File: config.mk
export PLATFORM = sky130hd
export DESIGN_NAME = psht_front
export DESIGN_NICKNAME = d
export VERILOG_FILES = /design/src/sv/psht_pkg.sv /design/src/sv/psht_front.sv
export SDC_FILE = /design/constraint.sdc
export NUM_CORES = 1
export LEC_CHECK = 0
export ABC_AREA = 1
export BUFFER_PORTS_ARGS = -buffer_cell sky130_fd_sc_hd__buf_2
export CORE_MARGIN = 4
export CORE_UTILIZATION = 50
export CTS_CLUSTER_DIAMETER = 40
export DETAILED_ROUTE_END_ITERATION = 8
export PLACE_DENSITY = 0.77
export SKIP_CTS_REPAIR_TIMING = 1
export SYNTH_ARGS = -nofsm -noshare
export SYNTH_HDL_FRONTEND = slang
export SYNTH_SLANG_ARGS = --single-unit
File: constraint.sdc
create_clock -name clk -period 22 [get_ports clk]
set_input_delay 2.2 -clock clk [delete_from_list [all_inputs] [get_ports clk]]
set_output_delay 2.2 -clock clk [all_outputs]
set_load 0.1 [all_outputs]
File: src/sv/psht_pkg.sv
// shared types and codes for the puzzle state hash table
// no dependencies
package psht_pkg;

  localparam int KEY_W   = 27;
  localparam int CELL_W  = 4;
  localparam int NCELL   = 9;
  localparam int CELLS_W = CELL_W * NCELL;
  localparam int OP_W    = 2;
  localparam int ST_W    = 2;
  localparam int IN_DW   = 64;
  localparam int OUT_DW  = 72;

  localparam logic [OP_W-1:0] OP_INSERT   = 2'd0;
  localparam logic [OP_W-1:0] OP_SEARCH   = 2'd1;
  localparam logic [OP_W-1:0] OP_RETRIEVE = 2'd2;
  localparam logic [OP_W-1:0] OP_CLEAR    = 2'd3;

  localparam logic [ST_W-1:0] ST_OK   = 2'd0;
  localparam logic [ST_W-1:0] ST_MISS = 2'd1;
  localparam logic [ST_W-1:0] ST_FULL = 2'd2;

  typedef struct packed {
    logic [OP_W-1:0]    op;
    logic [KEY_W-1:0]   key;
    logic [CELLS_W-1:0] cells;
  } cmd_t;

endpackage

File: src/sv/psht_front.sv
// front end: accepts beats, forms the decimal key (retrieve takes it from the beat) and its bucket
// depends on psht_pkg
module psht_front #(
  parameter int BUCKETS = 1000
) (
  input  logic                          clk,
  input  logic                          rst_n,
  input  logic                          in_tvalid,
  output logic                          in_tready,
  input  logic [psht_pkg::IN_DW-1:0]    in_tdata,
  input  logic [psht_pkg::OP_W-1:0]     in_tuser,
  input  logic                          init_done,
  output logic                          q_valid,
  input  logic                          q_ready,
  output psht_pkg::cmd_t                q_cmd,
  output logic [((BUCKETS > 1) ? $clog2(BUCKETS) : 1)-1:0] q_bucket
);
  localparam int BW = (BUCKETS > 1) ? $clog2(BUCKETS) : 1;
  localparam int RW = BW + 1;
  localparam int KW = psht_pkg::KEY_W;
  localparam int SW = KW + 1;

  typedef enum logic [1:0] {F_IDLE, F_KEY, F_MOD, F_PUSH} fstate_t;

  fstate_t                      state_r;
  logic [psht_pkg::OP_W-1:0]    op_r;
  logic [psht_pkg::CELLS_W-1:0] cells_r;
  logic [KW-1:0]                key_r;
  logic [SW-1:0]                sh_r;
  logic [RW-1:0]                rem_r;
  logic [BW-1:0]                bkt_r;
  logic [2:0]                   cnt_r;
  logic [KW-1:0]                key_nxt;
  logic [RW-1:0]                rem_nxt;

  always_comb begin
    logic [2:0] di;
    key_nxt = key_r;
    for (int j = 0; j < 4; j++) begin
      di = {cnt_r[0], 2'(j)};
      key_nxt = (key_nxt << 3) + (key_nxt << 1)
                + KW'(cells_r[psht_pkg::CELL_W*di +: psht_pkg::CELL_W]);
    end
  end

  always_comb begin
    rem_nxt = rem_r;
    for (int j = 0; j < 4; j++) begin
      rem_nxt = {rem_nxt[RW-2:0], sh_r[SW-1-j]};
      if (rem_nxt >= RW'(BUCKETS)) begin
        rem_nxt = rem_nxt - RW'(BUCKETS);
      end
    end
  end

  assign in_tready = (state_r == F_IDLE) && init_done;
  assign q_valid   = (state_r == F_PUSH);
  assign q_cmd     = '{op: op_r, key: key_r, cells: cells_r};
  assign q_bucket  = bkt_r;

  always_ff @(posedge clk) begin
    if (!rst_n) begin
      state_r <= F_IDLE;
      cnt_r   <= '0;
    end else begin
      case (state_r)
        F_IDLE: begin
          if (in_tvalid && in_tready) begin
            op_r    <= in_tuser;
            cells_r <= in_tdata[psht_pkg::CELLS_W-1:0];
            cnt_r   <= '0;
            rem_r   <= '0;
            bkt_r   <= '0;
            case (in_tuser)
              psht_pkg::OP_RETRIEVE: begin
                key_r   <= in_tdata[psht_pkg::CELLS_W +: KW];
                sh_r    <= {1'b0, in_tdata[psht_pkg::CELLS_W +: KW]};
                state_r <= F_MOD;
              end
              psht_pkg::OP_CLEAR: begin
                key_r   <= '0;
                state_r <= F_PUSH;
              end
              default: begin
                key_r   <= '0;
                state_r <= F_KEY;
              end
            endcase
          end
        end
        F_KEY: begin
          key_r <= key_nxt;
          if (cnt_r[0]) begin
            sh_r    <= {1'b0, key_nxt};
            cnt_r   <= '0;
            state_r <= F_MOD;
          end else begin
            cnt_r <= cnt_r + 3'd1;
          end
        end
        F_MOD: begin
          rem_r <= rem_nxt;
          sh_r  <= sh_r << 4;
          cnt_r <= cnt_r + 3'd1;
          if (cnt_r == 3'd6) begin
            bkt_r   <= rem_nxt[BW-1:0];
            state_r <= F_PUSH;
          end
        end
        F_PUSH: begin
          if (q_ready) begin
            state_r <= F_IDLE;
          end
        end
        default: state_r <= F_IDLE;
      endcase
    end
  end

endmodule

==> metrics.txt <==
outcome=finished, final reports clean; DRT iter0 DRCs=about 800; Post-DP HPWL=22.0 mm; antenna violations before repair=0; CP Data Required Time=~22 ns; syn_nets=1625; DR vias/cell=5.55; R2R depth=38; crit start category=flop; RSZ-0062 raised after global routing=false; crit path DAT=around 8.8 ns; gr ovfl total=0; per-cell routed wire length=15.4 µm; Rel. slew slack=21.3%; Final Cycle Share=about 39%; R2R setup slack=around 13 ns; Peak Freq=116 MHz; sequential share of the synthesized area=30.8%; Most common cell on crit path=ha_1; post-synthesis register bit count=118; total die area=0.0252 mm²; largest net degree at the start of global routing=54; port buffer count=146; Pins Over Slew Limit=0; drc violations=0; CTS tree=done; Post-synth EDFFs=113; final core occ=59.2%; post-synth top area cell=edfxtp_1; hold path startpoint=cnt_r[2]$_SDFFE_PN0P_; clock latency on the worst-skew pair=0.43 ns; Syn Inst Count=1359; CTS sink count=118; CP max FO=17; max_cap viols=0; Place WS=13.40 ns; asr flop ratio synth=0%; CP Buf/Inv Count=5; area delta synth->final=15.4%; nets=1777; post-route design area=about 0.013 mm²; final setup violation count=0; Post-DP Area=0.0124 mm²; WL final=27.8 mm; Final min period=8.62 ns; deepest clock path buffer count=2; worst r2r dst=key_r[25]$_DFFE_PP_; number of diodes=0; via count=10000; Yosys top cell area share=approximately 30%; final hold violation count=0; first-pass GRT wire length=approximately 46 mm; CP endpoint kind=flop; Max stage delay on crit path=0.40 ns; setup_tns=0 ns; PnR worst setup slack=13.38 ns; Starting Density=51.3%; final antenna-violating net count=0; Slowest-stage cell, CP=fa_1; Die W=159 µm; H-tree levels=4; Initial DRT Pass Iterations=7; core area=approximately 0.022 mm²; CTS clock-pin slew for the worst setup and hold paths=0.06 ns; all-layer global routing usage=22.6%; synth warn=0; CP Class=flop to flop; layout cells sized above 1=roughly 16%; Clock Skews=0.0115 ns; chip height=159 µm; Slew @ Worst Pin=1.18 ns; Root Buffer=clkbuf_16; R2R Path Start=cnt_r[0]$_SDFFE_PN0P_; Post-Syn Area=0.0113 mm²; vias in the first global route=9829; clock buffer count from CTS=17; Synth cell types=49; critical path's top delay family=adder cells; worst min path class=flop to flop; Routability Congestion=0.918; Syn Area/Cell=between 8 and 9 µm²; WHS Path Cells=2; FP Rows=between 50 and 60; Min-Delay Endpoint=cnt_r[2]$_SDFFE_PN0P_; top_reg_cell synth=edfxtp_1; io pins=148; largest cells by area after synthesis=edfxtp_1 30%, ha_1 21%, nand2_1 7.9%
logic make-up (layout without fill, tap and decap cells):
family | count (synthesis) | after routing | share of synthesized area, %
flops | 118 | 118 | 30.8
compound gates | 309 | 309 | 15.4
fa+ha+maj | 195 | 195 | 22.0
xor+xnor | 79 | 79 | 6.10
mux | 4 | 4 | 0.353
simple gates | 457 | 457 | 18.7
buf+inv | 197 | 362 | 6.52
cell usage in the layout (no fill, tap or decap), types with 3 or more instances in the layout:
cell,count
nand2_1,238
ha_1,187
inv_1,173
buf_2,146
a21oi_1,143
edfxtp_1,113
o21ai_0,89
nor2_1,69
nand3_1,59
xor2_1,51
xnor2_1,28
a22oi_1,22
nand4_1,20
clkbuf_16,17
nor3_1,15
nand2_2,13
a21o_1,11
a211oi_1,11
nor2_2,9
or2_2,8
a31oi_1,8
fa_1,8
nand3_4,6
clkinv_4,6
buf_4,6
inv_2,5
nand2_4,5
bufinv_16,5
dfxtp_1,5
mux2i_1,4
o221ai_1,4
nand3b_1,4
o21bai_1,4
o211ai_1,3
and2_1,3
nor2_4,3
final cells by class:
type | instances | area (µm²)
fill | 1952 | 9000
clock buffer | 17 | 425
timing repair buffer | 152 | 776
inverter | 178 | 668
tap | 280 | 350
clock inverter | 15 | 243
sequential | 118 | 3490
multi-input combinational | 1044 | 7130
layer usage:
layer | vias to the layer above | part of all wire, % | wire [µm] | track usage (%)
li1 | 5052 | - | - | -
met1 | 4561 | 44 | 12200 | 29.3
met2 | 349 | 45 | 12400 | 36.3
met3 | 59 | 8.0 | 2240 | 6.03
met4 | 0 | 3.4 | 942 | 8.65
met5 | - | 0 | 0 | 0
worst reg2reg max path: cells and delay by family, from the launching register on:
kind | cells | cell delay [ns]
buffers and inverters | 5 | 0.73
AOI/OAI and AO/OA | 13 | 2.63
DFF | 1 | 0.39
adders and majority gates | 9 | 2.75
xor gates and xnor gates | 3 | 0.73
and+or+nand+nor | 8 | 1.15
cells in the mapped netlist (5+ instances only):
library cell / count
a211oi_1: 11
a21o_1: 11
a21oi_1: 144
a22oi_1: 22
a31oi_1: 8
clkbuf_1: 17
dfxtp_1: 5
edfxtp_1: 113
fa_1: 8
ha_1: 187
inv_1: 173
inv_2: 5
nand2_1: 238
nand2_2: 13
nand2_4: 5
nand3_1: 59
nand3_4: 6
nand4_1: 20
nor2_1: 70
nor2_2: 9
nor3_1: 15
o21ai_0: 89
or2_2: 8
xnor2_1: 28
xor2_1: 51
state kept, by name, indices dropped and copies added, names as in the netlist:
name	cells
key_r	27
cnt_r	3
rem_r	10
state_r	2
op_r	2
q_bucket	10
cells_r	36
sh_r	28
worst max path at each step:
stage | from | to | slack [ns] | cells after the start
final | cnt_r[0]$_SDFFE_PN0P_ | key_r[25]$_DFFE_PP_ | 13.38 | 38
after global routing | cnt_r[0]$_SDFFE_PN0P_ | sh_r[26]$_DFFE_PP_ | 12.43 | 41
after CTS | cnt_r[0]$_SDFFE_PN0P_ | sh_r[26]$_DFFE_PP_ | 13.38 | 43
after detailed placement | cnt_r[0]$_SDFFE_PN0P_ | sh_r[26]$_DFFE_PP_ | 13.40 | 43
after global placement | cnt_r[0]$_SDFFE_PN0P_ | sh_r[26]$_DFFE_PP_ | 13.52 | 40
after floorplan | init_done | sh_r[0]$_DFFE_PP_ | 13.53 | 8
through the flow:
step | instances | hold slack, ns
after global routing | 1804 | 0.533
after global placement | 1772 | 0.461
final | 1804 | 0.489
after CTS | 1804 | 0.483
after detailed placement | 1772 | 0.475
after floorplan | 1359 | 0.444
Power is not shown: default switching activity piles up to over one toggle a cycle in this logic, so the estimate is an artifact.
