### config.mk
export PLATFORM = sky130hd
export DESIGN_NAME = psht_queue
export DESIGN_NICKNAME = d
export VERILOG_FILES = /design/src/sv/psht_queue.sv
export SDC_FILE = /design/constraint.sdc
export NUM_CORES = 1
export LEC_CHECK = 0
export ABC_AREA = 0
export BUFFER_PORTS_ARGS = -buffer_cell sky130_fd_sc_hd__buf_4
export CELL_PAD_IN_SITES_DETAIL_PLACEMENT = 0
export CELL_PAD_IN_SITES_GLOBAL_PLACEMENT = 1
export CORE_AREA = 2 2 49 56
export CTS_CLUSTER_SIZE = 14
export DETAILED_ROUTE_END_ITERATION = 8
export DIE_AREA = 0 0 51 58
export PLACE_DENSITY = 0.71
export SETUP_SLACK_MARGIN = 0.05
export SLEW_MARGIN = 30
export SYNTH_ARGS = -nofsm -noshare
export SYNTH_HDL_FRONTEND = slang
export SYNTH_SLANG_ARGS = --single-unit
### constraint.sdc
create_clock -name clk -period 1.5 [get_ports clk]
set_clock_uncertainty 0.15 [all_clocks]
set_input_delay 0.3 -clock clk [delete_from_list [all_inputs] [get_ports clk]]
set_output_delay 0.3 -clock clk [all_outputs]
set_load 0.1 [all_outputs]
### src/sv/psht_queue.sv
// two-entry command queue between front and back
// no dependencies
module psht_queue #(
  parameter int DW = 8
) (
  input  logic          clk,
  input  logic          rst_n,
  input  logic          s_valid,
  output logic          s_ready,
  input  logic [DW-1:0] s_data,
  output logic          m_valid,
  input  logic          m_ready,
  output logic [DW-1:0] m_data
);
  logic [DW-1:0] mem_r [2];
  logic          wp_r;
  logic          rp_r;
  logic [1:0]    cnt_r;
  logic          push;
  logic          pop;

  assign s_ready = (cnt_r != 2'd2);
  assign m_valid = (cnt_r != 2'd0);
  assign m_data  = mem_r[rp_r];
  assign push    = s_valid && s_ready;
  assign pop     = m_valid && m_ready;

  always_ff @(posedge clk) begin
    if (push) begin
      mem_r[wp_r] <= s_data;
    end
  end

  always_ff @(posedge clk) begin
    if (!rst_n) begin
      wp_r  <= 1'b0;
      rp_r  <= 1'b0;
      cnt_r <= '0;
    end else begin
      if (push) wp_r <= ~wp_r;
      if (pop) rp_r <= ~rp_r;
      cnt_r <= cnt_r + 2'(push) - 2'(pop);
    end
  end

endmodule

==> impl_metrics.ini, run 1 <==
[sta]
setup_viol = 11
finalWorstSetupSlack_ps = -211.7
fmax_mhz = 584.2
fin_crit_ps = 1712
final.setup.tns_ps = -1993
rsz0062_at_grt = yes
hold_viol = 0
worst_pin_slew_ps = 199.3
maxSlewViolCount = 0
relSlewSlack_pct = 86.72
timing.final.crit_share_pct = 114.1

[critical_path]
r2r_end = cnt_r[1]
critPathMaxFanout = 8
cp.required_ps = 1050
cp-start-kind = flip-flop
r2r_slack_ps = -160
arrival_ps = 1260
ff2ff_path_depth = 9
rr_startpoint = cnt_r[1]
endpoint = m_data[3]
critPathCaptureType = primary output
worstSetupPathType = reg2out

[grt]
antenna_found_initial = 0
grt_max_degree = 12
grtUsageTotal_pct = 10.01
grt_pass1_vias = 509
grt-ovfl-total = 0
grt_pass1_wl_um = 2180

[layout]
final_cell_mix = edfxtp_1 (16), buf_4 (13), buf_12 (11)
mostFrequentLayoutCell = edfxtp_1
synthToLayoutAreaGrowth_pct = 66.36
fin_util_pct = 56.18
fillCellCount = 195
design_area_sq_um = 1349
nets = 97
diodes = 0
final_cells = 113
drive_gt1_share_pct = 65.85

[detailed_routing]
dr.pass1.iters = 4
route.detailed.drc = 0
via_count = 488
routedWlPerCell_um = 11.60
initialDrtViolationCount = 2
wl_um = 1311
ant_nets = 0
viasPerCell = 4.319

[clock_network]
clk-insertion-delay-late_ps = 290
postCtsHoldBufs = 0
clk_pin_slew_worst_paths_ps = 110
clockRootBuffer = clkbuf_4
htree_levels = 1
cts_num_sinks = 21
clockBufferDepth = 2
cts_tree = built
cts_inserted_buffers = 3

[place]
place.detailed.hpwl_um = 914.6
finalWeightedCongestion = 0.6558
dpl_cell_area_sq_um = 1137
io_buffer_count = 21
dpl.cell_count = 107

[floorplan]
die_height_um = 58
num_io_pins = 22
die_area_sq_um = 2958
fp.coreArea_sq_um = 2401
start_util_pct = 33.77
die_x_um = 51
rows = 19

[min_path]
hp-class = in2reg

[power]
ir_drop_mv = 1.642
p_per_area_nw_per_um2 = 2117
p_leak_uw = 0.0005390

[logic_synthesis]
ys_types = 16
synth.ff_latch_count = 21
yosys_warnings = 0
synth_fp_nets = 63
synth_cells = 49
synth_area_per_cell_sq_um = 16.55
yosysSeqAreaShare_pct = 71.60
netlist_area_sq_um = 810.8

[job]
cap_violations = 0

[status]
outcome = finished, violations left
violations = setup timing
repair_timing:
item                       4_1_cts  5_1_grt
buffers inserted                 3        1
setup endpoints to repair       12       20
gates resized for setup         40        4
pin swaps                        7        2
cells by family (layout without fill, tap and decap cells):
kind of cell,Yosys count,after routing,synth area share (%)
AOI/OAI and AO/OA,1,1,1.080
DFF,21,21,71.61
adders and majority gates,2,2,3.086
muxes,9,9,12.35
buffers and inverters,2,35,1.079
and+or+nand+nor,11,11,7.562
xor gates and xnor gates,3,3,3.241
how the worst min path moves through the flow:
stage	startpoint	end	slack, ps	cells past startpoint
2_1_floorplan	s_data[0]	mem_r[0][0]	250	0
6_report	s_data[3]	mem_r[1][3]	40	1
3_3_place_gp	wp_r	wp_r	320	2
4_1_cts	s_data[3]	mem_r[1][3]	40	1
3_5_place_dp	wp_r	wp_r	330	2
5_1_grt	s_data[0]	mem_r[1][0]	20	1
Yosys cell counts, drive strengths merged:
cell    count  share of area, %
and2        2               1.5
inv         1              0.46
xnor2       3               3.2
buf         1              0.62
mux2        8                11
ha          2               3.1
dfxtp       5                12
nor2        1              0.46
nor2b       2               1.5
mux2i       1               1.2
edfxtp     16                59
nand2       2              0.93
nand2b      2               1.5
o21a        1               1.1
or2         1              0.77
and3        1              0.77
routing by layer:
metal | up-vias | global-route usage [%] | part of all wire, %
met5 | - | 0 | 0
met1 | 225 | 11.38 | 42
met3 | 2 | 3.093 | 6.6
li1 | 245 | - | -
met4 | 0 | 4.633 | 1.2
met2 | 16 | 17.07 | 51
registers in the layout, summed over array words and instances, names as in the netlist, named ones only:
register and count:
cnt_r 2, mem_r 16, rp_r 1, wp_r 1
metrics by stage:
stage                     total power [uW]  worst slack, ps  hold WS [ps]
final                                 2855           -211.7         40.01
after global routing                  2966           -263.0         20.95
after detailed placement              2215           -192.4         332.0
after global placement                2197           -140.4         321.4
after CTS                             2864           -219.8         36.68
after floorplan                       1892           -343.3         248.9
worst max-delay path, cell delays in order, from the launching register on:
cell	delay, ps
dfxtp_2	350
buf_12	130
mux2_4	320
buf_12	170
where the power goes:
group,internal [uW],leakage (uW),switching [uW]
clock network,103,0.0000150,146
logic,799,0.000332,1010
registers,747,0.000192,53.4
layout make-up:
class                      instances  area (sq um)  area share, %
multi-input combinational         26         310.3          23.01
clock buffer                       4         26.28          1.948
sequential                        21         584.3          43.32
tap                               31         38.79          2.876
timing repair buffer              30         385.4          28.57
inverter                           1         3.754         0.2783
(Power assumes the default switching activity.)
==> run 2: changes to the inputs <==
--- a/config.mk
+++ b/config.mk
@@ -13,6 +13,7 @@
 export CTS_CLUSTER_SIZE = 14
 export DETAILED_ROUTE_END_ITERATION = 8
 export DIE_AREA = 0 0 51 58
+export HOLD_SLACK_MARGIN = 0.1
 export PLACE_DENSITY = 0.71
 export SETUP_SLACK_MARGIN = 0.05
 export SLEW_MARGIN = 30
==> run 2 against run 1 <==
The run still ends with setup timing left; core utilization up 3.3 points; routed wire length is 6.9% higher; combinational power hardly changed; non-clock buffer count is 8 higher; clock power is essentially flat; sequential share of layout area shrank 2.4 points; global-route usage up 0.60 points; setup slack better by 0.98 ps; clock-buffer cell count is the same.
==> impl_metrics.ini, run 2 (synthesis gave the netlist of run 1 again) <==
[status]
outcome = finished, violations left
violations = setup timing

[place]
pre_cts_slack_ps = -192.4
io_buffer_count = 21
finalWeightedCongestion = 0.6558
place.detailed.hpwl_um = 914.6

[critical_path]
critPathCaptureType = primary output
arrival_ps = 1260
rr_startpoint = cnt_r[1]
worstSetupPathType = reg2out
cp-start-kind = flip-flop
endpoint = m_data[3]
critPathMaxFanout = 8
cp.required_ps = 1050
r2r_end = cnt_r[1]
ff2ff_path_depth = 9
r2r_slack_ps = -160

[floorplan]
die_height_um = 58
fp.coreArea_sq_um = 2401
die_area_sq_um = 2958
die_x_um = 51
num_io_pins = 22
start_util_pct = 33.77
rows = 19

[grt]
grt_pass1_vias = 543
grt_pass1_wl_um = 2318
grtUsageTotal_pct = 10.61
grt_max_degree = 12
antenna_found_initial = 0
grt-ovfl-total = 0

[clock_network]
clockBufferDepth = 2
cts_inserted_buffers = 3
clockRootBuffer = clkbuf_4
cts_tree = built
clk_pin_slew_worst_paths_ps = 110
cts_num_sinks = 21
htree_levels = 1
clk-insertion-delay-late_ps = 290

[sta]
setup_viol = 11
maxSlewViolCount = 0
rsz0062_at_grt = yes
finalWorstSetupSlack_ps = -210.8
hold_viol = 0
fmax_mhz = 584.5
fin_crit_ps = 1711
worst_pin_slew_ps = 200.1
relSlewSlack_pct = 86.66
timing.final.crit_share_pct = 114.1

[layout]
drive_gt1_share_pct = 60.00
mostFrequentLayoutCell = edfxtp_1
diodes = 0
register_area_sq_um = 584.3
reg.largest.list = mem_r: 16 flops, cnt_r: 2 flops
fin_util_pct = 59.51
final_cell_mix = edfxtp_1 (16), buf_4 (13), buf_12 (11)
multi_input_comb_area_sq_um = 310.3
nets = 105
fillCellCount = 191
synthToLayoutAreaGrowth_pct = 76.23
regMostFlops = mem_r
largest_register_ffs = 16

[power]
p_per_area_nw_per_um2 = 2012
p_leak_uw = 0.0005724
ir_drop_mv = 1.642

[detailed_routing]
wl_um = 1402
route.detailed.drc = 0
viasPerCell = 4.240
dr.pass1.iters = 4
ant_nets = 0
via_count = 513
routedWlPerCell_um = 11.59
initialDrtViolationCount = 2

[job]
cap_violations = 0

[min_path]
hp-class = in2reg
run 2: timing repair:
action | 4_1_cts | 5_1_grt
setup buffers | 3 | 1
hold buffers | 8 | 0
hold endpoints to repair | 16 | 0
pin swaps | 7 | 2
resized for setup | 40 | 4
setup endpoints to repair | 12 | 20
run 2: stage by stage:
stage	total power [uW]	instance area, sq um	hold slack [ps]	setup TNS, ps	instances
after global placement	2197	1137	321.4	-140.4	107
after global routing	2984	1429	107.4	-2500	121
final	2875	1429	109.8	-1993	121
after floorplan	1892	880.8	248.9	-1898	49
after detailed placement	2215	1137	332.0	-199.1	107
after CTS	2880	1429	113.2	-2095	122
run 2: how the worst min path moves through the flow:
stage / start / end / slack [ps] / cells past startpoint
after floorplan: s_data[0] / mem_r[0][0] / 250 / 0
after global placement: wp_r / wp_r / 320 / 2
after detailed placement: wp_r / wp_r / 330 / 2
after CTS: rst_n / cnt_r[0] / 110 / 2
after global routing: rst_n / cnt_r[0] / 110 / 2
final: rst_n / cnt_r[0] / 110 / 2
run 2: layout make-up:
type,instances,area share [%]
repair buffers,38,32.57
multi-input cells,26,21.72
well taps,31,2.715
clock buffers,4,1.839
inverters,1,0.2627
flip-flops and latches,21,40.89
run 2: critical path, stage by stage, from the launching register on:
cell	delay, ps
dfxtp_2	350
buf_12	130
mux2_4	320
buf_12	170
run 2: metal layers:
layer,routed length [um],global-route usage [%],vias to the layer above,part of all wire [%]
met5,0,0,-,0
met4,16,4.633,0,1.1
met2,724,18.37,16,52
met1,584,12.22,234,42
li1,-,-,261,-
met3,77,2.835,2,5.5
run 2: power breakdown:
part	total [uW]	switching [uW]	internal (uW)
registers	801	53.6	747
clock network	252	148	103
logic	1820	1010	812
==> run 3: changes to the inputs <==
--- a/config.mk
+++ b/config.mk
@@ -7,14 +7,14 @@
 export LEC_CHECK = 0
 export ABC_AREA = 0
 export BUFFER_PORTS_ARGS = -buffer_cell sky130_fd_sc_hd__buf_4
-export CELL_PAD_IN_SITES_DETAIL_PLACEMENT = 0
-export CELL_PAD_IN_SITES_GLOBAL_PLACEMENT = 1
-export CORE_AREA = 2 2 49 56
+export CELL_PAD_IN_SITES_DETAIL_PLACEMENT = 2
+export CELL_PAD_IN_SITES_GLOBAL_PLACEMENT = 2
+export CORE_AREA = 2 2 53 60
 export CTS_CLUSTER_SIZE = 14
 export DETAILED_ROUTE_END_ITERATION = 8
-export DIE_AREA = 0 0 51 58
+export DIE_AREA = 0 0 55 62
 export HOLD_SLACK_MARGIN = 0.1
-export PLACE_DENSITY = 0.71
+export PLACE_DENSITY_LB_ADDON = 0.1
 export SETUP_SLACK_MARGIN = 0.05
 export SLEW_MARGIN = 30
 export SYNTH_ARGS = -nofsm -noshare
==> run 3 against run 2 <==
The run still ends with setup timing left; sequential power increased by 2%; combinational power about the same; largest cell class unchanged; highest routed layer unchanged; non-clock buffer count increased by 2; clock power increased by 5%.
==> impl_metrics.ini, run 3 (synthesis gave the netlist of run 1 again) <==
[status]
outcome = finished, violations left
violations = setup timing

[clock_network]
cts_num_sinks = 21
clk_pin_slew_worst_paths_ps = 110
clockRootBuffer = clkbuf_4
clockBufferDepth = 2
cts_tree = built
cts_inserted_buffers = 3
clk-insertion-delay-late_ps = 290
htree_levels = 1

[sta]
setup_viol = 11
maxSlewViolCount = 0
fmax_mhz = 580.1
fin_hold_ws_ps = 354.2
timing.final.crit_share_pct = 114.9
relSlewSlack_pct = 86.98
rsz0062_at_grt = yes
hold_viol = 0
finalWorstSetupSlack_ps = -223.8
fin_crit_ps = 1724
worst_pin_slew_ps = 195.1

[layout]
diodes = 0
mostFrequentLayoutCell = edfxtp_1
final_cell_mix = edfxtp_1 (16), buf_4 (15), buf_12 (10)
synthToLayoutAreaGrowth_pct = 78.86
register_area_sq_um = 589.3
fin_util_pct = 50.17
largest_register_ffs = 16
nets = 107
drive_gt1_share_pct = 61.96
final_cells = 126
multi_input_comb_area_sq_um = 316.6
reg.largest.list = mem_r: 16 flops, cnt_r: 2 flops
regMostFlops = mem_r
fillCellCount = 272

[place]
finalWeightedCongestion = 0.6016
dpl.cell_count = 110
io_buffer_count = 21
pre_cts_slack_ps = -205.0

[critical_path]
crit_path_cell_trace = buf_4, mux2_4, buf_12
ff2ff_path_depth = 9
critPathCaptureType = primary output
critPathMaxFanout = 3
cp.required_ps = 1050
worstSetupPathType = reg2out
cp_slowest_cell = dfxtp_2
cpPeakStageDelay_ps = 360
cp-start-kind = flip-flop
arrival_ps = 1270

[grt]
antenna_found_initial = 0
grt_pass1_wl_um = 2580
grt-ovfl-total = 0
grtUsageTotal_pct = 11.13
grt_pass1_vias = 577
grt_max_degree = 13

[job]
cap_violations = 0

[floorplan]
num_io_pins = 22
die_height_um = 62
fp.coreArea_sq_um = 2890
start_util_pct = 28.05
die_x_um = 55
die_area_sq_um = 3410
rows = 21

[power]
intPower_uw = 1665
switchingPower_uw = 1239
p_per_area_nw_per_um2 = 2003
ir_drop_mv = 0.9417
p_clk_share_pct = 9.1
p_leak_uw = 0.0005825
seqPwrFrac_pct = 28.2
total_power_uw = 2905
swShare_pct = 42.67
p_comb_share_pct = 62.7

[detailed_routing]
initialDrtViolationCount = 0
ant_nets = 0
dr.pass1.iters = 1
via_count = 536
route.detailed.drc = 0
viasPerCell = 4.254
routedWlPerCell_um = 13.70
wl_um = 1726

[min_path]
hp-class = in2reg
hold_depth = 2
## run 3: path summary, 6_finish.rpt
kind	from	to	slack [ps]
worst max-delay path	flip-flop	m_data[0]	-220
worst max register to register	cnt_r[1]	cnt_r[1]	-180
worst min register to register	wp_r	wp_r	390
worst min-delay path	s_valid	mem_r[1][6]	350
## run 3: routing by layer
metal	vias up	track usage (%)	wire, um	part of all wire [%]
li1	264	-	-	-
met5	-	0	0	0
met2	13	20.58	978	57
met3	2	2.153	55	3.2
met1	257	12.44	688	40
met4	0	4.181	4	0.23
## run 3: worst max-delay path: cells and delay by family, from the launching register on
family                 cells  cell delay (ps)
DFF                        1              360
muxes                      1              310
buffers and inverters      2              300
## run 3: repair_timing
item,CTS,global route
buffers inserted,3,2
hold buffers,9,0
resized for setup,44,4
gates cloned,0,0
hold endpoints to repair,18,0
pin swaps,5,2
setup endpoints to repair,12,28
## run 3: metrics by stage
stage          instance area (sq um)  setup TNS [ps]
3_3_place_gp                    1129          -147.1
2_1_floorplan                  880.8           -1898
5_1_grt                         1450           -2737
4_1_cts                         1445           -2317
3_5_place_dp                    1129          -218.3
6_report                        1450           -2151
## run 3: power groups by stage
stage | clock (uW) | combinational [uW] | sequential [uW]
6_report | 265 | 1820 | 820
5_1_grt | 297 | 1910 | 830
3_5_place_dp | 0 | 1390 | 811
4_1_cts | 284 | 1810 | 814
2_1_floorplan | 0 | 1090 | 799
3_3_place_gp | 0 | 1380 | 804
## run 3: cell type report
class                      instances  area share [%]
clock buffer                       3           1.553
clock inverter                     1          0.3451
inverter                           1          0.2588
multi-input combinational         26           21.83
sequential                        21           40.64
tap                               34           2.934
timing repair buffer              40           32.44
